File: config.mk
export PLATFORM = sky130hd
export DESIGN_NAME = pfvu_ctrl
export DESIGN_NICKNAME = d
export VERILOG_FILES = /design/src/rtl/pfvu_pkg.sv /design/src/rtl/pfvu_ctrl.sv
export SDC_FILE = /design/constraint.sdc
export NUM_CORES = 1
export LEC_CHECK = 0
export ABC_AREA = 1
export BUFFER_PORTS_ARGS = -buffer_cell sky130_fd_sc_hd__buf_4
export CORE_MARGIN = 1.5
export CORE_UTILIZATION = 56
export DETAILED_ROUTE_END_ITERATION = 6
export PLACE_DENSITY = 0.95
export SYNTH_ARGS = -nofsm -noshare
export SYNTH_HDL_FRONTEND = slang
export SYNTH_SLANG_ARGS = --single-unit
File: constraint.sdc
create_clock -name clock -period 10.55 [get_ports clock]
set_input_delay 2.11 -clock clock [delete_from_list [all_inputs] [get_ports clock]]
set_output_delay 2.11 -clock clock [all_outputs]
set_load 0.02 [all_outputs]
File: src/rtl/pfvu_pkg.sv
`timescale 1ns / 1ps
// ----------------------------------------------------------------------------
// pfvu_pkg - shared constants and types for the particle velocity update
// Register map, fixed-point widths and the lane control bundle.
// ----------------------------------------------------------------------------
package pfvu_pkg;

   localparam int VEC_BITS_DEF = 20;     // default vector component width
   localparam int CFG_W        = 60;     // width of a packed vector register
   localparam int CSR_ADDR_W   = 3;
   localparam int DT_W         = 16;     // time step, unsigned Q0.16
   localparam int DRAG_W       = 16;     // drag rate, unsigned Q4.12
   localparam int DRAG_FRAC    = 12;
   localparam int MODE_W       = 2;
   localparam int FACTOR_W     = 17;     // drag factor, unsigned Q1.16
   localparam int STAGES       = 4;

   localparam logic [FACTOR_W-1:0] ONE_Q16 = 17'h10000;

   localparam int MODE_ENABLE_BIT = 0;
   localparam int MODE_FIELD_BIT  = 1;

   // register indices
   localparam logic [CSR_ADDR_W-1:0] REG_GRAVITY = 3'd0;
   localparam logic [CSR_ADDR_W-1:0] REG_WIND    = 3'd1;
   localparam logic [CSR_ADDR_W-1:0] REG_FIELD   = 3'd2;
   localparam logic [CSR_ADDR_W-1:0] REG_BOX_MIN = 3'd3;
   localparam logic [CSR_ADDR_W-1:0] REG_BOX_MAX = 3'd4;
   localparam logic [CSR_ADDR_W-1:0] REG_DRAG    = 3'd5;
   localparam logic [CSR_ADDR_W-1:0] REG_MODE    = 3'd6;

   typedef struct packed {
      logic [CFG_W-1:0]  gravity;
      logic [CFG_W-1:0]  wind;
      logic [CFG_W-1:0]  field_accel;
      logic [CFG_W-1:0]  box_min;
      logic [CFG_W-1:0]  box_max;
      logic [DRAG_W-1:0] drag_rate;
      logic [MODE_W-1:0] mode;
   } csr_regs_type;

   // control handed from the sequencing logic to every lane
   typedef struct packed {
      logic [STAGES-1:0]   adv;       // per-stage load enable
      logic                accel_on;  // gravity and wind applied
      logic                drag_on;   // drag scaling applied
      logic [FACTOR_W-1:0] factor;    // drag factor for the item in stage 2
      logic                hit;       // field hit for the item in stage 3
   } lane_ctl_type;

endpackage

File: src/rtl/pfvu_ctrl.sv
`timescale 1ns / 1ps
// ----------------------------------------------------------------------------
// pfvu_ctrl - pipeline sequencing, drag factor and field hit merge
// Bubble-collapsing valid chain; merges the per-lane box tests.
// ----------------------------------------------------------------------------
module pfvu_ctrl (
   input  logic                          clock,
   input  logic                          reset,
   input  logic                          req_valid,
   output logic                          req_ready,
   output logic                          rsp_valid,
   input  logic                          rsp_ready,
   input  logic [pfvu_pkg::DT_W-1:0]     time_step,
   input  pfvu_pkg::csr_regs_type        regs,
   input  logic [2:0]                    lane_in_range,
   output logic                          in_field,
   output pfvu_pkg::lane_ctl_type        ctl
);

   localparam int STAGES = pfvu_pkg::STAGES;
   localparam int DD_W   = pfvu_pkg::DRAG_W + pfvu_pkg::DT_W;
   localparam int DS_W   = DD_W - pfvu_pkg::DRAG_FRAC;

   logic [STAGES-1:0]                vld_ff, vld_in;
   logic [STAGES-1:0]                adv;
   logic [DD_W-1:0]                  dd1_ff;
   logic [DS_W-1:0]                  dd_sh;
   logic [pfvu_pkg::FACTOR_W-1:0]    factor2_ff, factor2_in;
   logic                             hit2_ff, hit2_in, hit3_ff, hit4_ff;
   logic                             enabled;

   assign enabled = regs.mode[pfvu_pkg::MODE_ENABLE_BIT];

   // a stage may load when it is empty or its content moves on
   always_comb begin
      adv[STAGES-1] = !vld_ff[STAGES-1] || rsp_ready;
      for (int k = STAGES - 2; k >= 0; k--) begin
         adv[k] = !vld_ff[k] || adv[k+1];
      end
   end

   always_comb begin
      vld_in[0] = req_valid;
      for (int k = 1; k < STAGES; k++) begin
         vld_in[k] = vld_ff[k-1];
      end
   end

   // factor = max(0, 1 - drag*dt) in Q1.16
   assign dd_sh = dd1_ff[DD_W-1:pfvu_pkg::DRAG_FRAC];
   always_comb begin
      if (dd_sh > DS_W'(pfvu_pkg::ONE_Q16)) begin
         factor2_in = '0;
      end else begin
         factor2_in = pfvu_pkg::ONE_Q16 - dd_sh[pfvu_pkg::FACTOR_W-1:0];
      end
   end

   assign hit2_in = enabled && regs.mode[pfvu_pkg::MODE_FIELD_BIT] && (&lane_in_range);

   always_ff @(posedge clock) begin
      if (reset) begin
         vld_ff <= '0;
      end else begin
         for (int k = 0; k < STAGES; k++) begin
            if (adv[k]) begin
               vld_ff[k] <= vld_in[k];
            end
         end
      end
   end

   always_ff @(posedge clock) begin
      if (adv[0]) begin
         dd1_ff <= DD_W'(regs.drag_rate) * DD_W'(time_step);
      end
      if (adv[1]) begin
         factor2_ff <= factor2_in;
         hit2_ff    <= hit2_in;
      end
      if (adv[2]) begin
         hit3_ff <= hit2_ff;
      end
      if (adv[3]) begin
         hit4_ff <= hit3_ff;
      end
   end

   assign req_ready = adv[0];
   assign rsp_valid = vld_ff[STAGES-1];
   assign in_field  = hit4_ff;

   assign ctl.adv      = adv;
   assign ctl.accel_on = enabled;
   assign ctl.drag_on  = enabled && (regs.drag_rate != '0);
   assign ctl.factor   = factor2_ff;
   assign ctl.hit      = hit3_ff;

endmodule

==> After elaboration in Yosys (flattened, before gate mapping) <==
Cells that the tools add are included.
{ "totals": {"ff_bits": 56, "in_bits": 341, "output_inout_bits": 27, "word_cells": 25} }
{ "op_classes": {"addsub": 1, "multipliers": 1, "n_lt_le_gt_ge": 1, "reduce_logical": 13} }
{ "ops": {"columns": ["op", "n"], "rows": [
  ["$mul A16 B16 Y32", 1],
  ["$gt A20 B17 Y1 const B", 1],
  ["$sub A17 B17 Y17 const A", 1],
  ["$reduce_bool A16 Y1", 1],
  ["$logic_not A1 Y1", 4],
  ["$logic_or A1 B1 Y1", 4],
  ["$logic_and A1 B1 Y1", 3],
  ["$reduce_and A3 Y1", 1]
]} }

==> Logic depth before layout (Yosys ltp) <==
{ "logic_depth": {"depth_word": 5, "ltp_mapped": 27, "ltp_nobuf": 25} }

==> Least setup slack after synthesis <==
OpenSTA, ideal clock, no wires.
{ "synth_timing": {"path_kind": "input port to flip-flop", "from": "input regs[9] (netlist bit)", "to": "register dd1_ff[27], data pin", "setup_time_ps": 252, "arrival_time_ps": 6958, "required_ps": 10298, "path_slack_ps": 3339, "cell_stages": 23, "n_path_buf": 2, "cell_sequence": "clkbuf_1 -> clkbuf_1 -> nand2_1 -> fa_1 -> inv_1 -> fa_1 -> inv_1 -> fa_1 -> inv_1 -> fa_1 -> fa_1 -> inv_1 -> fa_1 -> inv_1 -> ha_1 -> a21oi_1 -> o21ai_1 -> a21oi_1 -> nor2_1 -> nor2_1 -> nand2_1 -> nand2_1 -> nand2_1"} }
{ "synth_via": {"elab_chain_len": 1} }
{ "synth_rtl": {"columns": ["element", "line", "source"], "rows": [
  ["start, declared", "pfvu_ctrl.sv:14", "input pfvu_pkg::csr_regs_type regs,"],
  ["$mul A16 B16 Y32", "pfvu_ctrl.sv:75", "dd1_ff <= DD_W'(regs.drag_rate) * DD_W'(time_step);"],
  ["end signal, assigned", "pfvu_ctrl.sv:75", null],
  ["end, declared", "pfvu_ctrl.sv:26", "logic [DD_W-1:0] dd1_ff;"]
]} }
No other way between the ends.
A chain may end at the register's enable or synchronous reset.

==> Final worst setup path <==
Same ends and word-level chain as after synthesis.

==> impl_metrics.tcl <==
set metrics [dict create \
    status "finished clean" \
    gp_congestion 0.997 \
    track_usage 0.288 \
    crit_type "in -> reg" \
    cts_hold_buffers 0 \
    grt_overflow 0 \
    cts_root_buffer "clkbuf_16" \
    fill_cells 1552 \
    cts-resized-gates 0 \
    fin_skew_ns 0.00772 \
    insertion_delay_ns 0.28 \
    via_per_inst 5.38 \
    p_clk_frac 0.038 \
    final_cells 1689 \
    min_period_over_period 0.679 \
    clockBufferDepth 2 \
    grt_pass1_wl_um 45600 \
    slew_violations 0 \
    multi_input_area_mm2 0.00778 \
    grt_max_degree 24 \
    drc 0 \
    cts_tree "done" \
    register_area_mm2 0.00128 \
    synthCells 1418 \
    die-area_mm2 0.0202 \
    use_met2 0.521 \
    endpoint_kind "flop" \
    grt-busiest-layer "met2" \
    synth_area_mm2 0.0108 \
    vias 9081 \
    p_leak_nw 6.86 \
    hpwlAfterDp_um 22000 \
    power_density_mw_per_mm2 396 \
    arrival_ns 7.20 \
    fp-row-count 50 \
    cts_made_buffers 5 \
    die_x_um 142 \
    ant_nets 0 \
    clock_sinks 44 \
    switchingPower_w 0.00267 \
    cts-htree-levels 2 \
    switching_share 0.581 \
    rsz0062_at_grt "no" \
    tightest_slew_ns 0.971 \
    cts_setup_buffers 0 \
    maxCapViolations 0 \
    ys_ff_latch 44 \
    drt-total-wl_um 27300 \
    numPlacedInstances 1680 \
    nets 2063 \
    p_comb_frac 0.864 \
    antenna_found_initial 0 \
    fmax_mhz 140 \
    synth.distinct_cells 36 \
    fin_util 0.616 \
    power_w 0.00459 \
    setup_viol_count_final 0 \
    relSlewSlack 0.351 \
    met3_usage 0.0535 \
    grtUsageMet1 0.316 \
    io_buffers 67 \
    detailedRoute.firstIterationViolations 645 \
    dr.pass1.iters 6 \
    synth_fp_nets 2054 \
    postSynthAreaPerCell_um2 7.65 \
    cp_max_fo 17 \
    die_h_um 142 \
    drive_gt1_frac 0.0658 \
    yosysWarnings 0 \
    clk_pin_slew_ns 0.06 \
    wire_per_inst_um 16.2 \
    syn2layout_area_growth_pct 6.86 \
    critPathRequiredTime_ns 10.59 \
    coreArea_mm2 0.0188 \
    hold_class "reg -> reg" \
    ir_worst_vdd_mv 0.359 \
    hold_viol_final 0 \
    intPower_w 0.00192 \
    fin_setup_tns_ns 0 \
    critPathLaunchType "primary input" \
    yosysSeqAreaShare 0.118 \
    io_pins 368 \
    initial_utilization 0.576 \
    period_minus_slack_ns 7.16 \
    grt_pass1_vias 10200 \
    power_frac_seq 0.098 \
]
## worst paths after layout
path,cells past startpoint,slack [ns],endpoint,startpoint
worst min-delay path,0,0.42,hit3_ff$_DFFE_PP_,hit2_ff$_DFFE_PP_
worst max-delay path,22,3.39,dd1_ff[27]$_DFFE_PP_,regs[9]
worst min register to register,0,0.42,hit3_ff$_DFFE_PP_,hit2_ff$_DFFE_PP_
worst max register to register,11,8.63,factor2_ff[12]$_SDFFCE_PN0P_,dd1_ff[12]$_DFFE_PP_
## metal layers
metal / up-vias / share of wire
met5: - / 0
met4: 0 / 0.058
met3: 139 / 0.084
met2: 476 / 0.51
met1: 4356 / 0.35
li1: 4110 / -
## cells by family (layout without fill, tap and decap cells)
family / after synthesis / count (layout) / synth area share
xor+xnor: 18 / 18 / 0.0145
simple gates: 514 / 514 / 0.192
fa+ha+maj: 295 / 295 / 0.474
buf+inv: 472 / 482 / 0.165
compound gates: 75 / 75 / 0.0373
flops: 44 / 44 / 0.118
other cells: 0 / 1 / 0
## critical path: stages
cell     delay (ns)
buf_4          0.26
nand2_1        0.13
fa_1           0.54
inv_1          0.06
fa_1           0.50
inv_1          0.06
fa_1           0.53
inv_1          0.05
fa_1           0.46
fa_1           0.49
inv_1          0.05
fa_1           0.48
inv_1          0.04
ha_1           0.35
a21oi_1        0.28
o21ai_1        0.17
a21oi_1        0.25
nor2_1         0.07
nor2_1         0.13
nand2_1        0.07
nand2_1        0.06
nand2_1        0.06
## cell type report
class | instances | share of cell area
diodes | 1 | 0.000216
clock buffers | 5 | 0.0108
clock inverters | 3 | 0.00399
inverters | 407 | 0.132
multi-input cells | 902 | 0.671
flip-flops and latches | 44 | 0.111
well taps | 260 | 0.0281
repair buffers | 67 | 0.0434
## synthesized netlist by cell type (all sizes together)
master / number / area [µm²]
o21bai: 1 / 7.51
clkbuf: 60 / 225
nor3: 12 / 75.1
nor2: 64 / 250
ha: 102 / 1280
nand4: 7 / 43.8
o21a: 1 / 7.51
buf: 5 / 32.5
a21oi: 42 / 210
a21o: 5 / 37.5
xnor2: 3 / 26.3
a41oi: 1 / 8.76
xor2: 15 / 131
dfxtp: 4 / 80.1
nor4: 7 / 43.8
edfxtp: 40 / 1200
nand3b: 2 / 15.0
a31oi: 1 / 6.26
fa: 193 / 3860
o21ai: 23 / 119
nand3: 31 / 160
nand2: 387 / 1470
inv: 407 / 1530
and3: 1 / 6.26
or2: 3 / 18.8
o31ai: 1 / 7.51
## per-stage QoR
stage / area [µm²] / worst slack (ns) / hold WS [ns]
after CTS: 11600 / 3.44 / 0.420
after global routing: 11600 / 3.17 / 0.431
final: 11600 / 3.39 / 0.420
after floorplan: 10800 / 3.34 / 0.400
after detailed placement: 11400 / 3.14 / 0.405
after global placement: 11400 / 3.20 / 0.402
## cell usage in the layout, fill, tap and decap left out, drive strengths merged, types with 23 or more instances in the layout
cell type,instances
nand3,31
fa,193
inv,408
o21ai,23
a21oi,42
nand2,387
ha,102
nor2,64
buf,67
edfxtp,40
## state kept, by name (all words and copies together), names as in the netlist
name	cells
hit3_ff	1
factor2_ff	17
dd1_ff	20
hit2_ff	1
in_field	1
vld_ff	4
## power by group through the flow
stage / clock, W / sequential [W] / combinational [W]
6_report: 0.000176 / 0.000451 / 0.00397
5_1_grt: 0.000187 / 0.000458 / 0.00446
4_1_cts: 0.000179 / 0.000450 / 0.00392
3_5_place_dp: 0 / 0.000452 / 0.00389
3_3_place_gp: 0 / 0.000449 / 0.00374
2_1_floorplan: 0 / 0.000474 / 0.00283
Power figures use the tool's default switching activity.
