## src/rtl/pfvu_pkg.sv

```systemverilog
`timescale 1ns / 1ps
// ----------------------------------------------------------------------------
// pfvu_pkg - shared constants and types for the particle velocity update
// Register map, fixed-point widths and the lane control bundle.
// ----------------------------------------------------------------------------
package pfvu_pkg;

   localparam int VEC_BITS_DEF = 20;     // default vector component width
   localparam int CFG_W        = 60;     // width of a packed vector register
   localparam int CSR_ADDR_W   = 3;
   localparam int DT_W         = 16;     // time step, unsigned Q0.16
   localparam int DRAG_W       = 16;     // drag rate, unsigned Q4.12
   localparam int DRAG_FRAC    = 12;
   localparam int MODE_W       = 2;
   localparam int FACTOR_W     = 17;     // drag factor, unsigned Q1.16
   localparam int STAGES       = 4;

   localparam logic [FACTOR_W-1:0] ONE_Q16 = 17'h10000;

   localparam int MODE_ENABLE_BIT = 0;
   localparam int MODE_FIELD_BIT  = 1;

   // register indices
   localparam logic [CSR_ADDR_W-1:0] REG_GRAVITY = 3'd0;
   localparam logic [CSR_ADDR_W-1:0] REG_WIND    = 3'd1;
   localparam logic [CSR_ADDR_W-1:0] REG_FIELD   = 3'd2;
   localparam logic [CSR_ADDR_W-1:0] REG_BOX_MIN = 3'd3;
   localparam logic [CSR_ADDR_W-1:0] REG_BOX_MAX = 3'd4;
   localparam logic [CSR_ADDR_W-1:0] REG_DRAG    = 3'd5;
   localparam logic [CSR_ADDR_W-1:0] REG_MODE    = 3'd6;

   typedef struct packed {
      logic [CFG_W-1:0]  gravity;
      logic [CFG_W-1:0]  wind;
      logic [CFG_W-1:0]  field_accel;
      logic [CFG_W-1:0]  box_min;
      logic [CFG_W-1:0]  box_max;
      logic [DRAG_W-1:0] drag_rate;
      logic [MODE_W-1:0] mode;
   } csr_regs_type;

   // control handed from the sequencing logic to every lane
   typedef struct packed {
      logic [STAGES-1:0]   adv;       // per-stage load enable
      logic                accel_on;  // gravity and wind applied
      logic                drag_on;   // drag scaling applied
      logic [FACTOR_W-1:0] factor;    // drag factor for the item in stage 2
      logic                hit;       // field hit for the item in stage 3
   } lane_ctl_type;

endpackage

```

## src/rtl/pfvu_if.sv

```systemverilog


interface pfvu_csr_if;
   logic                            valid;
   logic                            ready;
   logic [pfvu_pkg::CSR_ADDR_W-1:0] addr;
   logic [pfvu_pkg::CFG_W-1:0]      data;

   modport source (output valid, addr, data, input ready);
   modport sink   (input valid, addr, data, output ready);
endinterface

```

## src/rtl/pfvu_csr.sv

```systemverilog
`timescale 1ns / 1ps
// ----------------------------------------------------------------------------
// pfvu_csr - configuration register file
// Always ready; unknown indices are dropped.
// ----------------------------------------------------------------------------
module pfvu_csr (
   input  logic                   clock,
   input  logic                   reset,
   pfvu_csr_if.sink               csr_chan,
   output pfvu_pkg::csr_regs_type regs
);

   pfvu_pkg::csr_regs_type regs_ff, regs_in;

   assign csr_chan.ready = 1'b1;

   always_comb begin
      regs_in = regs_ff;
      if (csr_chan.valid) begin
         unique case (csr_chan.addr)
            pfvu_pkg::REG_GRAVITY: regs_in.gravity     = csr_chan.data;
            pfvu_pkg::REG_WIND:    regs_in.wind        = csr_chan.data;
            pfvu_pkg::REG_FIELD:   regs_in.field_accel = csr_chan.data;
            pfvu_pkg::REG_BOX_MIN: regs_in.box_min     = csr_chan.data;
            pfvu_pkg::REG_BOX_MAX: regs_in.box_max     = csr_chan.data;
            pfvu_pkg::REG_DRAG:    regs_in.drag_rate   = csr_chan.data[pfvu_pkg::DRAG_W-1:0];
            pfvu_pkg::REG_MODE:    regs_in.mode        = csr_chan.data[pfvu_pkg::MODE_W-1:0];
            default:               regs_in = regs_ff;
         endcase
      end
   end

   always_ff @(posedge clock) begin
      if (reset) begin
         regs_ff <= '0;
      end else begin
         regs_ff <= regs_in;
      end
   end

   assign regs = regs_ff;

endmodule

```

## src/flat_wrapper.sv

```systemverilog
// flat-port wrapper written by rule: the top's interface ports become plain ports
module pfvu_csr_flat 
  (clock, reset, regs, csr_chan_valid, csr_chan_addr, csr_chan_data, csr_chan_ready);
  pfvu_csr_if csr_chan_i ();
  input  logic clock;
  input  logic reset;
  output pfvu_pkg::csr_regs_type regs;
  input wire logic [$bits(csr_chan_i.valid)-1:0] csr_chan_valid;
  input wire logic [$bits(csr_chan_i.addr)-1:0] csr_chan_addr;
  input wire logic [$bits(csr_chan_i.data)-1:0] csr_chan_data;
  output wire logic [$bits(csr_chan_i.ready)-1:0] csr_chan_ready;
  assign csr_chan_i.valid = csr_chan_valid;
  assign csr_chan_i.addr = csr_chan_addr;
  assign csr_chan_i.data = csr_chan_data;
  assign csr_chan_ready = csr_chan_i.ready;
  pfvu_csr u_core (.clock(clock), .reset(reset), .csr_chan(csr_chan_i), .regs(regs));
endmodule
```

## config.mk

```make
export PLATFORM = sky130hd
export DESIGN_NAME = pfvu_csr_flat
export DESIGN_NICKNAME = d
export VERILOG_FILES = /design/src/rtl/pfvu_pkg.sv /design/src/rtl/pfvu_if.sv /design/src/rtl/pfvu_csr.sv /design/src/flat_wrapper.sv
export SDC_FILE = /design/constraint.sdc
export NUM_CORES = 1
export LEC_CHECK = 0
export ABC_CLOCK_PERIOD_IN_PS = 4000
export BUFFER_PORTS_ARGS = -buffer_cell sky130_fd_sc_hd__buf_2
export CORE_AREA = 4 4 163 165
export DETAILED_ROUTE_END_ITERATION = 6
export DIE_AREA = 0 0 167 169
export GPL_TIMING_DRIVEN = 0
export PLACE_DENSITY = 0.77
export SYNTH_ARGS = -nofsm -noshare
export SYNTH_HDL_FRONTEND = slang
export SYNTH_SLANG_ARGS = --single-unit
```

## constraint.sdc

```tcl
create_clock -name clock -period 4 [get_ports clock]
set_clock_uncertainty 0.2 [all_clocks]
set_input_delay 0.6 -clock clock [delete_from_list [all_inputs] [get_ports clock]]
set_output_delay 0.6 -clock clock [all_outputs]
set_load 0.01 [all_outputs]
```

Word-level counts from Yosys, hierarchy flattened
Index checks and enable logic that the tools add are counted.
- register bits after elaboration: 318
- input port bits: 66
- output and inout bits: 319
- logic and storage cells: 21
- equal/unequal tests: 6
- reductions and logical operators: 8
- operator list (kind ; number):
    AND reduction 2 bit ; 7
    equality test 3 bit (second input constant) ; 3
    equality test 3 x 2 -> 1 bit (second input constant) ; 2
    equality test 3 x 1 -> 1 bit (second input constant) ; 1
    logical NOT 3 bit ; 1

Longest topological paths before layout
- word-level depth: 2
- gate-level depth with buffers: 5
- depth with buffers taken out: 2

Least setup slack after synthesis
OpenSTA, ideal clock, no wires.
- kind: in2reg
- start: input port csr_chan_addr[2]
- end: register u_core.regs_ff, in the netlist u_core.regs[307]
- library setup time: 0.122 ns
- data arrival time: 1.518 ns
- data required time: 3.678 ns
- setup slack: 2.160 ns
- stages: 4
- buffers on the path: 2
- cells stage by stage: or4b_1 buf_6 buf_12 mux2i_1
- word-level cells in the longest chain between the ends: 2
- ends and longest elaborated chain (what ; line ; text):
    start, declared ; flat_wrapper.sv:9 ; input wire logic [$bits(csr_chan_i.addr)-1:0] csr_chan_addr;
    logical NOT 3 bit ; pfvu_csr.sv:20 ; unique case (csr_chan.addr)
    AND reduction 2 bit (no line) ; n/a ;
    end signal, assigned ; pfvu_csr.sv:37 ; regs_ff <= regs_in;
    end, declared ; pfvu_csr.sv:13 ; pfvu_pkg::csr_regs_type regs_ff, regs_in;
Every way passes these cells.
A chain may end at the register's enable or synchronous reset.

==> flow_results.org <==
** Global routing
- Number of antenna violations at the first check in global routing :: 4
- The first global-routing pass estimated 55.58 mm of wire.
- Maximum number of pins on one net before global-route repair :: 15
- Summed over all layers, the global routing overflow is 0.
- Via count of the first global-routing pass :: 9555
- Global routing used 24.58% of the available tracks.

** Floorplanning
- The die is about 170 um tall.
- The floorplan has 58 rows.
- about 390 I/O pins were placed.
- Std-Cell Core Area :: about 25000 um^2
- Once the floorplan was initialized, standard cells occupied about half of the core.
- The die covers approximately 28000 um^2.
- Measured along the x axis, the die boundary spans 167 um.

** Cells and area
- In the layout the commonest cells are sky130_fd_sc_hd__buf_2 (411), sky130_fd_sc_hd__nand2b_1 (378), sky130_fd_sc_hd__mux2i_1 (318), sky130_fd_sc_hd__dfxtp_1 (318), sky130_fd_sc_hd__clkbuf_1 (50).
- Max reg flops :: between 300 and 400
- Most common library cell in the layout ignoring fill and taps :: sky130_fd_sc_hd__buf_2
- Count of nets after finishing :: roughly 1600
- Proportion of layout cells with a drive suffix above 1 :: a little under a third
- Area added between synthesis and finish :: 27.42%
- Total of fill cells in the finished design :: between 2000 and 2500
- Post-Route Utilization :: 63.05%

** Worst setup path
- Number of cells traversed by the worst register-to-register path :: 2
- Data on the critical path arrives at its endpoint at around 2.5 ns.
- FF-to-FF End :: u_core.regs[114]
- The worst setup path is captured at a flop.
- The critical path is of the in -> reg type.
- Worst-path fanout max :: 10
- The critical path contains buffers and inverters numbering 3 combined.
- The most critical setup path has its startpoint at reset.
- Most common cell type on the critical path :: sky130_fd_sc_hd__clkbuf_1
- Dominant delay contributor by cell family on the critical path :: buffers and inverters
- Following the worst setup path forward leads to its endpoint at u_core.regs[199].
- The slowest stage of the critical path is the sky130_fd_sc_hd__clkbuf_1 cell.
- In this design, the stage delay of the slowest critical-path cell is around 0.57 ns.
- The worst register-to-register path has a setup slack of around 3.2 ns.
- Critical path cell sequence :: clkbuf_1 > clkbuf_1 > clkbuf_1 > nand2b_1 > mux2i_1
- The critical path runs through a total of 5 cells.
- Crit path launch type :: input pin
- STA puts the critical path data required time at ~4.2 ns.
- The startpoint identified for the worst register-to-register timing path is u_core.regs[114].

** Drt
- Wire length after detailed routing :: ~36 mm
- After detailed routing, the average wire length per cell comes to 19.34 um.
- Count of vias placed by the detailed router :: between 9000 and 10000
- Pre-antenna DRT Iters :: 5
- Antenna-violating nets left :: 0
- Average vias per placed instance :: about 5
- Detailed router's first-iteration violation count :: roughly 560
- In the routed design, unresolved DRC markers number 0.

** STA
- For the pin with the worst max-slew slack, the measured transition is 0.7679 ns.
- Final worst slack :: between 1.5 and 2 ns
- Final TNS setup :: 0 ns
- Max frequency :: around 440 MHz
- The number of hold violations in the final report is 0.
- Count of final max-slew check failures :: 0
- Setup violations remaining at the end of the flow were counted as 0.
- Measured against its own limit, the worst slew margin works out to 48.81%.
- Final worst-path cycle share :: 56.54%
- RSZ-0062 raised after global routing :: no
- After layout, the minimum clock period comes to 2.261 ns.

** Clocking
- Gates resized during post-CTS repair numbered 0.
- Clk slew on worst S/H paths :: 0.06 ns
- Clock tree synthesis selected as its root buffer the cell sky130_fd_sc_hd__clkbuf_16.
- TritonCTS built the clock tree.
- Number of buffers inserted by post-CTS setup repair :: 0
- Clock tree sinks :: ~320
- CTS H-Tree Depth :: 1
- For this design, the CTS-stage hold fixing added 0 buffers.
- Clock network latency to the later pin of the worst-skew pair :: 0.55 ns
- Clock tree synthesis inserted a total of 31 buffers.
- Max Root-Sink Buffers :: 3

** Yosys
- Number of synthesized register bits :: 318
- Sequential elements use between 50% and 60% of the synthesized area.
- Post-Synthesis Cell Area :: ~12000 um^2
- A synthesized cell averages ~11 um^2.
- Synthesized netlist cell count :: around 1100
- The number of nets handed over by synthesis was approximately 1200.
- Number of synthesis warnings :: 0
- The synthesized netlist contains 14 unique library cells.

** Placement
- Setup slack after placement :: 1.126 ns
- In this run the tool buffered the top-level ports with approximately 380 buffer cells.
- At the end of routability-driven placement, the weighted congestion stood at slightly above 0.8.
- Once detailed placement completed, the half-perimeter wirelength came to 26.71 mm.

** Power
- Sequential cells burn a little under half of the power.
- Across the VDD grid, the largest voltage drop is roughly 0.27 mV.
- Of the total power, the share spent switching nets is a little under a quarter.
- For this design the static power due to leakage is 8.447 nW.
- Dividing total power by cell area gives a power density of around 430 nW/um^2.
- The clock network is responsible for approximately 45% of the overall power.
- Summed over all nets, the switching power comes to roughly 0.0016 W.
- Fraction of power consumed by combinational cells :: about 7.2%
- Total power consumption of the routed design :: a little under 0.007 W
- Internal Dissipation :: approximately 0.0053 W

** Min path
- Tightest Hold Check Type :: in -> reg

** Status
- The flow ran to the end, and the final reports show no timing, DRC or antenna violations.

** Flow run
- The tool flagged a number of max-cap violations equal to 0.
worst min-delay path: stages:
cell	delay [ns]
sky130_fd_sc_hd__buf_2	0.08
sky130_fd_sc_hd__nand2b_1	0.12
sky130_fd_sc_hd__mux2i_1	0.15
worst min path at each step:
stage | cells after the start | start | to | slack (ns)
global placement | 2 | u_core.regs[292] | u_core.regs[292] | 0.26
floorplan | 2 | u_core.regs[283] | u_core.regs[283] | 0.29
global route | 3 | csr_chan_data[36] | u_core.regs[54] | 0.23
CTS | 3 | csr_chan_data[52] | u_core.regs[130] | 0.21
finish | 3 | csr_chan_data[52] | u_core.regs[130] | 0.23
detailed placement | 2 | u_core.regs[10] | u_core.regs[10] | 0.26
final cells by class:
| type | instances | area, um^2 | share of cell area [%] |
|---|---|---|---|
| Buffer | 80 | 379.1 | 2.402 |
| Tap cell | 330 | 412.9 | 2.616 |
| Multi-Input combinational cell | 706 | 5643 | 35.75 |
| Clock inverter | 16 | 214.0 | 1.355 |
| Sequential cell | 318 | 6366 | 40.33 |
| Clock buffer | 41 | 853.3 | 5.406 |
| Timing Repair Buffer | 382 | 1912 | 12.11 |
| Antenna cell | 2 | 5.005 | 0.03171 |
power by group through the flow:
stage / logic [W] / clock network [W] / registers [W]
after global placement: 0.000489 / 0 / 0.00334
after floorplan: 0.000251 / 0 / 0.00337
final: 0.000493 / 0.00306 / 0.00327
after detailed placement: 0.000496 / 0 / 0.00334
after CTS: 0.000498 / 0.00310 / 0.00327
after global routing: 0.000531 / 0.00323 / 0.00328
metal layers:
layer / track usage [%] / wire, um / vias up
met5: 0 / 34 / -
met4: 8.716 / 1202 / 6
met3: 6.025 / 2725 / 76
met2: 42.13 / 17430 / 323
met1: 30.27 / 14870 / 4500
li1: - / - / 4484
through the flow:
step	hold slack [ns]	instance area, um^2	instances
floorplan	0.2926	12390	1104
global placement	0.2556	14710	1816
detailed placement	0.2626	14710	1816
CTS	0.2080	15780	1873
global route	0.2341	15780	1874
finish	0.2268	15790	1875
synthesized netlist by cell type:
library cell                number  area [um^2]
sky130_fd_sc_hd__nand2b_1      378         2365
sky130_fd_sc_hd__dfxtp_1       318         6366
sky130_fd_sc_hd__mux2i_1       318         3183
sky130_fd_sc_hd__clkbuf_1       44        165.2
sky130_fd_sc_hd__buf_2          29        145.1
sky130_fd_sc_hd__buf_4           5        37.54
sky130_fd_sc_hd__nand4b_1        3        26.28
sky130_fd_sc_hd__nand4bb_1       3        33.78
sky130_fd_sc_hd__and4bb_2        1        12.51
sky130_fd_sc_hd__buf_12          1        20.02
sky130_fd_sc_hd__buf_6           1        11.26
sky130_fd_sc_hd__conb_1          1        3.750
sky130_fd_sc_hd__nor4b_1         1        8.760
sky130_fd_sc_hd__or4b_1          1        10.01
kinds of logic (layout without fill, tap and decap cells):
group / after synthesis / in the layout / synth area share (%)
simple gates: 387 / 387 / 19.83
other cells: 1 / 3 / 0.03027
flops: 318 / 318 / 51.39
buf+inv: 80 / 519 / 3.060
mux: 318 / 318 / 25.69
(Power assumes the default switching activity.)
