## src/rtl/pfvu_pkg.sv

```systemverilog
`timescale 1ns / 1ps
// ----------------------------------------------------------------------------
// pfvu_pkg - shared constants and types for the particle velocity update
// Register map, fixed-point widths and the lane control bundle.
// ----------------------------------------------------------------------------
package pfvu_pkg;

   localparam int VEC_BITS_DEF = 20;     // default vector component width
   localparam int CFG_W        = 60;     // width of a packed vector register
   localparam int CSR_ADDR_W   = 3;
   localparam int DT_W         = 16;     // time step, unsigned Q0.16
   localparam int DRAG_W       = 16;     // drag rate, unsigned Q4.12
   localparam int DRAG_FRAC    = 12;
   localparam int MODE_W       = 2;
   localparam int FACTOR_W     = 17;     // drag factor, unsigned Q1.16
   localparam int STAGES       = 4;

   localparam logic [FACTOR_W-1:0] ONE_Q16 = 17'h10000;

   localparam int MODE_ENABLE_BIT = 0;
   localparam int MODE_FIELD_BIT  = 1;

   // register indices
   localparam logic [CSR_ADDR_W-1:0] REG_GRAVITY = 3'd0;
   localparam logic [CSR_ADDR_W-1:0] REG_WIND    = 3'd1;
   localparam logic [CSR_ADDR_W-1:0] REG_FIELD   = 3'd2;
   localparam logic [CSR_ADDR_W-1:0] REG_BOX_MIN = 3'd3;
   localparam logic [CSR_ADDR_W-1:0] REG_BOX_MAX = 3'd4;
   localparam logic [CSR_ADDR_W-1:0] REG_DRAG    = 3'd5;
   localparam logic [CSR_ADDR_W-1:0] REG_MODE    = 3'd6;

   typedef struct packed {
      logic [CFG_W-1:0]  gravity;
      logic [CFG_W-1:0]  wind;
      logic [CFG_W-1:0]  field_accel;
      logic [CFG_W-1:0]  box_min;
      logic [CFG_W-1:0]  box_max;
      logic [DRAG_W-1:0] drag_rate;
      logic [MODE_W-1:0] mode;
   } csr_regs_type;

   // control handed from the sequencing logic to every lane
   typedef struct packed {
      logic [STAGES-1:0]   adv;       // per-stage load enable
      logic                accel_on;  // gravity and wind applied
      logic                drag_on;   // drag scaling applied
      logic [FACTOR_W-1:0] factor;    // drag factor for the item in stage 2
      logic                hit;       // field hit for the item in stage 3
   } lane_ctl_type;

endpackage

```

## src/rtl/pfvu_lane.sv

```systemverilog
`timescale 1ns / 1ps
// ----------------------------------------------------------------------------
// pfvu_lane - one axis of the velocity update datapath
// Four stages: dt products, gravity/wind add, drag product, drag + field.
// ----------------------------------------------------------------------------
module pfvu_lane #(
   parameter int VEC_BITS = pfvu_pkg::VEC_BITS_DEF
) (
   input  logic                       clock,
   input  pfvu_pkg::lane_ctl_type     ctl,
   input  logic signed [VEC_BITS-1:0] vel,
   input  logic signed [VEC_BITS-1:0] pos,
   input  logic [pfvu_pkg::DT_W-1:0]  time_step,
   input  logic signed [VEC_BITS-1:0] grav,
   input  logic signed [VEC_BITS-1:0] wind,
   input  logic signed [VEC_BITS-1:0] fld,
   input  logic signed [VEC_BITS-1:0] box_min,
   input  logic signed [VEC_BITS-1:0] box_max,
   output logic                       in_range,
   output logic signed [VEC_BITS-1:0] new_vel
);

   localparam int DT_W = pfvu_pkg::DT_W;
   localparam int PW   = VEC_BITS + DT_W + 1;                  // a * dt
   localparam int SW   = VEC_BITS + 1;                         // scaled a*dt
   localparam int DPW  = VEC_BITS + pfvu_pkg::FACTOR_W + 1;    // v * factor

   localparam logic signed [DPW-1:0] V_MAX =
      {{(DPW-VEC_BITS+1){1'b0}}, {(VEC_BITS-1){1'b1}}};
   localparam logic signed [DPW-1:0] V_MIN = ~V_MAX;

   function automatic logic signed [VEC_BITS-1:0] sat_v(input logic signed [DPW-1:0] x);
      logic signed [VEC_BITS-1:0] r;
      if (x > V_MAX) begin
         r = V_MAX[VEC_BITS-1:0];
      end else if (x < V_MIN) begin
         r = V_MIN[VEC_BITS-1:0];
      end else begin
         r = x[VEC_BITS-1:0];
      end
      return r;
   endfunction

   logic signed [DT_W:0] dt_s;

   // stage 1
   logic signed [VEC_BITS-1:0] vel1_ff;
   logic signed [PW-1:0]       gp1_ff, gp1_in, wp1_ff, wp1_in, fp1_ff, fp1_in;
   logic                       inr1_ff, inr1_in;
   // stage 2
   logic signed [VEC_BITS-1:0] vel2_ff, vel2_in;
   logic signed [SW-1:0]       fs2_ff;
   logic signed [VEC_BITS-1:0] vel_g;
   // stage 3
   logic signed [VEC_BITS-1:0] vel3_ff;
   logic signed [SW-1:0]       fs3_ff;
   logic signed [DPW-1:0]      prod3_ff, prod3_in;
   // stage 4
   logic signed [VEC_BITS-1:0] vel4_ff, vel4_in;
   logic signed [VEC_BITS-1:0] vel_d;

   assign dt_s = $signed({1'b0, time_step});

   assign gp1_in  = PW'(grav) * PW'(dt_s);
   assign wp1_in  = PW'(wind) * PW'(dt_s);
   assign fp1_in  = PW'(fld) * PW'(dt_s);
   assign inr1_in = (pos >= box_min) && (pos <= box_max);

   // floor(a*dt / 2^16) is the upper slice of the product
   always_comb begin
      vel_g = sat_v(DPW'(vel1_ff) + DPW'($signed(gp1_ff[PW-1:DT_W])));
      if (ctl.accel_on) begin
         vel2_in = sat_v(DPW'(vel_g) + DPW'($signed(wp1_ff[PW-1:DT_W])));
      end else begin
         vel2_in = vel1_ff;
      end
   end

   assign prod3_in = DPW'(vel2_ff) * DPW'($signed({1'b0, ctl.factor}));

   always_comb begin
      if (ctl.drag_on) begin
         vel_d = sat_v(prod3_ff >>> DT_W);
      end else begin
         vel_d = vel3_ff;
      end
      if (ctl.hit) begin
         vel4_in = sat_v(DPW'(vel_d) + DPW'(fs3_ff));
      end else begin
         vel4_in = vel_d;
      end
   end

   always_ff @(posedge clock) begin
      if (ctl.adv[0]) begin
         vel1_ff <= vel;
         gp1_ff  <= gp1_in;
         wp1_ff  <= wp1_in;
         fp1_ff  <= fp1_in;
         inr1_ff <= inr1_in;
      end
      if (ctl.adv[1]) begin
         vel2_ff <= vel2_in;
         fs2_ff  <= $signed(fp1_ff[PW-1:DT_W]);
      end
      if (ctl.adv[2]) begin
         vel3_ff  <= vel2_ff;
         fs3_ff   <= fs2_ff;
         prod3_ff <= prod3_in;
      end
      if (ctl.adv[3]) begin
         vel4_ff <= vel4_in;
      end
   end

   assign in_range = inr1_ff;
   assign new_vel  = vel4_ff;

endmodule

```

## config.mk

```make
export PLATFORM = sky130hd
export DESIGN_NAME = pfvu_lane
export DESIGN_NICKNAME = d
export VERILOG_FILES = /design/src/rtl/pfvu_pkg.sv /design/src/rtl/pfvu_lane.sv
export SDC_FILE = /design/constraint.sdc
export NUM_CORES = 2
export LEC_CHECK = 0
export BUFFER_PORTS_ARGS = -buffer_cell sky130_fd_sc_hd__buf_4
export CAP_MARGIN = 20
export CORE_MARGIN = 3
export CORE_UTILIZATION = 50
export DETAILED_ROUTE_END_ITERATION = 10
export GPL_TIMING_DRIVEN = 0
export PLACE_DENSITY = 0.64
export SYNTH_ARGS = -nofsm -noshare
export SYNTH_HDL_FRONTEND = slang
export SYNTH_SLANG_ARGS = --single-unit
```

## constraint.sdc

```tcl
create_clock -name clock -period 11.35 [get_ports clock]
set_clock_uncertainty 0.2 [all_clocks]
set_input_delay 2.27 -clock clock [delete_from_list [all_inputs] [get_ports clock]]
set_output_delay 2.27 -clock clock [all_outputs]
set_load 0.01 [all_outputs]
```

Word-level counts from Yosys, hierarchy flattened

Cells that the tools add are included.

Flip-flop bits (word level): 272
Input bits: 181
Output and inout port bits: 21
Word-level logic and storage cells: 40

Add/subtract/negate cells: 3
Multiply operators: 4
Magnitude comparators: 10
Mux-type cells: 11
Reductions and logical operators: 1

Operator list:

| kind                                                            | count |
|---|---|
| 2-to-1 mux 20 bit                                               | 11 |
| multiplier 20 x 17 -> 37 bit                                    | 3 |
| greater-than comparator 22 x 20 -> 1 bit, second input constant | 4 |
| < comparator 22 x 20 -> 1 bit, second input constant            | 4 |
| adder 20 x 21 -> 22 bit                                         | 3 |
| multiplier 20 x 18 -> 38 bit                                    | 1 |
| >= comparator 20 bit                                            | 1 |
| less-or-equal comparator 20 bit                                 | 1 |
| logical AND 1 bit                                               | 1 |

Longest topological paths before layout

Depth after elaboration: 9
Depth in mapped cells: 27
Gate-level depth less buffers: 25

Worst setup path after synthesis

No wires, ideal clock.

Kind: input -> register
Start: input time_step[2] (netlist name)
End: register wp1_ff[33], data pin
Setup time: 0.275 ns
Arrival: 8.259 ns
Data required time: 10.875 ns
Slack: 2.616 ns
Cell stages on the path: 23
Cell sequence: clkbuf_1 clkbuf_1 nand2_1 inv_1 fa_1 inv_1 fa_1 fa_1 fa_1 fa_1 inv_1 fa_1 ha_1 a21o_1 a21o_1 a21o_1 or3_1 nor3_1 o311ai_1 a31o_2 a311o_1 nand2_1 a21oi_1

Cells in the longest elaborated chain, start to end: 1

RTL lines:

| element                      | line            | source |
|---|---|---|
| start, declared              | pfvu_lane.sv:13 | `input logic [pfvu_pkg::DT_W-1:0] time_step,` |
| multiplier 20 x 17 -> 37 bit | pfvu_lane.sv:65 | `assign wp1_in = PW'(wind) * PW'(dt_s);` |
| via wp1_in[33]               | pfvu_lane.sv:48 | `logic signed [PW-1:0] gp1_ff, gp1_in, wp1_ff, wp1_in, fp1_ff, fp1_in;` |
| end signal, assigned         | pfvu_lane.sv:98 | `wp1_ff <= wp1_in;` |
| end, declared                | pfvu_lane.sv:48 |  |

The timed path passes the listed nets, and every way through them passes these cells.
A chain may end at the register's enable or synchronous reset.

Final worst setup path

Start: input time_step[7] (netlist name)
End: register gp1_ff[36], data pin

Cells in the longest elaborated chain, start to end: 1

RTL lines:

| element                      | line            | source |
|---|---|---|
| multiplier 20 x 17 -> 37 bit | pfvu_lane.sv:64 | `assign gp1_in = PW'(grav) * PW'(dt_s);` |
| via gp1_in[36]               | pfvu_lane.sv:48 |  |
| end signal, assigned         | pfvu_lane.sv:97 | `gp1_ff <= gp1_in;` |
| end, declared                | pfvu_lane.sv:48 |  |

The timed path passes the listed nets, and every way through them passes these cells.

==> impl_metrics.csv <==
group,metric,value,unit
min_path,hold_path_class,"flip-flop to flip-flop",
cts,cts.path.max_buffers,3,
placed_design,place_hpwl,131300,µm
cts,cts_buffers,22,
sta,hold_viol,0,
synth,synthFlopType,"edfxtp_1",
flow_run,drv_cap,0,
floorplanning,fp.dieW,344.0,µm
synth,avgSynthCellArea,9.549,µm²
synth,syn_area,57120,µm²
critical_path,worstSetupStartpointType,"primary input",
route,drc,0,
global_route,grt_antenna_before_repair,14,
sta,setup_violations,0,
sta,fin_setup_tns,0,ps
placed_design,place_inst,7654,
final_layout,instances_no_fill,7702,
critical_path,arrival,10350,ps
global_route,grt_pass1_vias,44060,
critical_path,r2r-end,"prod3_ff[34]",
floorplanning,fp-row-count,123,
sta,period_minus_slack,10290,ps
critical_path,r2r-start,"vel2_ff[12]",
cts,root_buffer,"clkbuf_16",
final_layout,drive_gt1_frac,0.03905,
synth,synthArstFlopShare,0,
cts,cts_hold_buf,0,
floorplanning,die_h,344.0,µm
final_layout,final_nets,8130,
synth,synth_top_cell_area_share,0.4552,
cts,cts_setup_buffers,0,
critical_path,critPathCaptureType,"flip-flop",
cts,path_clk_slew,60,ps
global_route,grt_pass1_wl,245500,µm
sta,worst_slew_pin_slew,1205,ps
synth,ys_warn_count,0,
synth,yosysSeqAreaShare,0.1093,
critical_path,r2r_slack,3280,ps
floorplanning,core,113000,µm²
global_route,gr-total-overflow,0,
cts,cts.sinks,208,
synth,synthTopCellsByArea,"fa_1 (46%), edfxtp_1 (11%), ha_1 (10%)",
global_route,groute.usage.overall,0.2706,
route,drt-total-wl,154100,µm
final_layout,syn_to_final_growth,6.893,%
cts,cts_tree,"yes",
critical_path,endpoint,"gp1_ff[36]",
placed_design,io_buffers,169,
sta,rsz0062_at_grt,"false",
route,first_iter_violations,2483,
critical_path,reg2regPathDepth,24,
sta,slew_viol_final,0,
synth,ys_types,73,
critical_path,crit_fanout,10,
floorplanning,initial_core_util,0.5057,
floorplanning,ioPinCount,202,
cts,clk-insertion-delay-late,550,ps
synth,synth_top_area_cell,"fa_1",
route,postRouteAntennaNets,0,
critical_path,cp.required,11410,ps
outcome,status,"completed",
sta,relSlewSlack,0.1967,
placed_design,routabilityCongestion,0.9650,
min_path,hold_path_startpoint,"fp1_ff[30]",
critical_path,path_class,"primary input to flip-flop",
route,vias_per_cell,5.252,
sta,max_freq,0.09718,GHz
cts,cts-resized-gates,0,
critical_path,crit_start,"time_step[7]",
min_path,hold_depth,0,
synth,synth_edf_count,208,
sta,fin_crit_sh,0.9066,
global_route,grt_max_degree,85,
synth,postSynthCellCount,5982,
route,vias,40450,
floorplanning,die_area,118300,µm²
route,dr.pass1.iters,7,
synth,synth_seq_cells,208,
synth,syn_nets,7931,
cts,htree_levels,1,
route,wl_per_cell,20.01,µm
[per-stage QoR]
step | cell area, µm² | util | worst slack (ps) | hold slack (ps)
2_1_floorplan | 57120 | - | 2616 | 200.3
3_3_place_gp | 60270 | 0.5336 | 722.0 | 205.1
3_5_place_dp | 60330 | 0.5341 | 656.3 | 204.5
4_1_cts | 61000 | 0.5400 | 1163 | 218.4
5_1_grt | 61050 | 0.5405 | 804.7 | 217.4
6_report | 61060 | 0.5406 | 1060 | 215.0
[routing by layer]
| metal | vias to the layer above | wire length, µm | track usage | part of all wire |
|---|---|---|---|---|
| met5 | - | 40 | 0 | 0.00026 |
| met4 | 6 | 7688 | 0.1090 | 0.050 |
| met3 | 341 | 12600 | 0.04952 | 0.082 |
| met2 | 1421 | 70210 | 0.4385 | 0.46 |
| met1 | 20510 | 63600 | 0.3617 | 0.41 |
| li1 | 18170 | - | - | - |
[cells in the mapped netlist, types with 4 or more instances]
| cell | instances |
|---|---|
| nor2_1 | 102 |
| or3_1 | 10 |
| a211oi_1 | 15 |
| a21oi_1 | 124 |
| xnor2_1 | 98 |
| or2_2 | 6 |
| and4_1 | 7 |
| nand2_1 | 828 |
| and3_1 | 23 |
| o21ai_0 | 81 |
| nand4_1 | 19 |
| o21a_1 | 22 |
| nand3_1 | 22 |
| and2_1 | 544 |
| o211ai_1 | 17 |
| nand2b_1 | 22 |
| o31ai_1 | 6 |
| a221o_1 | 19 |
| buf_6 | 4 |
| xor2_1 | 52 |
| a2111o_1 | 4 |
| o31a_1 | 7 |
| nor3_1 | 34 |
| nor2b_1 | 24 |
| ha_1 | 469 |
| fa_1 | 1299 |
| a21o_1 | 74 |
| a31oi_1 | 14 |
| clkbuf_1 | 231 |
| inv_1 | 1508 |
| o21ai_1 | 4 |
| o21bai_1 | 15 |
| a22o_1 | 4 |
| edfxtp_1 | 208 |
[flip-flops by register name, indices dropped and copies added, names as in the netlist]
| signal | cells |
|---|---|
| vel3_ff | 20 |
| fs3_ff | 21 |
| fp1_ff | 21 |
| gp1_ff | 21 |
| wp1_ff | 21 |
| in_range | 1 |
| fs2_ff | 21 |
| vel2_ff | 20 |
| prod3_ff | 22 |
| new_vel | 20 |
| vel1_ff | 20 |
[kinds of logic after synthesis]
logic type / share of synthesized area
compound gates: 0.05393
xor+xnor: 0.02300
fa+ha+maj: 0.5580
buf+inv: 0.1155
flops: 0.1093
mux: 0.0005476
simple gates: 0.1397
[how the worst min path moves through the flow]
stage / end
final: fs2_ff[14]
after global routing: fs2_ff[15]
after CTS: fs2_ff[14]
after detailed placement: fs2_ff[0]
after global placement: fs3_ff[17]
after floorplan: fs2_ff[0]
[critical path, cell delays in order]
cell and delay, ps:
clkbuf_1 350, clkbuf_1 760, nand2_1 160, fa_1 510, inv_1 50, fa_1 480
inv_1 60, fa_1 490, inv_1 50, fa_1 550, inv_1 60, fa_1 500
inv_1 60, fa_1 500, ha_1 280, a21oi_1 130, o21ai_0 370, a21o_1 290
nor3_1 830, o21bai_1 300, a21o_1 260, o21ai_0 290, nor2_1 80, a2111oi_0 470
xnor2_1 160
[placed cells by master (no fill, tap or decap), types with 81 or more instances in the layout]
cell type / count
inv_1: 1508
fa_1: 1299
nand2_1: 828
and2_1: 544
ha_1: 469
clkbuf_1: 233
edfxtp_1: 208
buf_4: 169
a21oi_1: 124
nor2_1: 102
xnor2_1: 98
o21ai_0: 81
[final cells by class]
cell class                 instances  area (µm²)
sequential                       208        6246
timing repair buffer             175        1373
inverter                        1508        5660
antenna                            5       12.51
fill                           10470       51900
buffer                           241       938.4
clock buffer                      24       558.0
tap                             1500        1877
clock inverter                    16       117.6
multi-input combinational       4025       44280
Power is left out: the tool's default activity adds up to more than one toggle a clock period on the data nets, which glitch-free logic cannot reach.
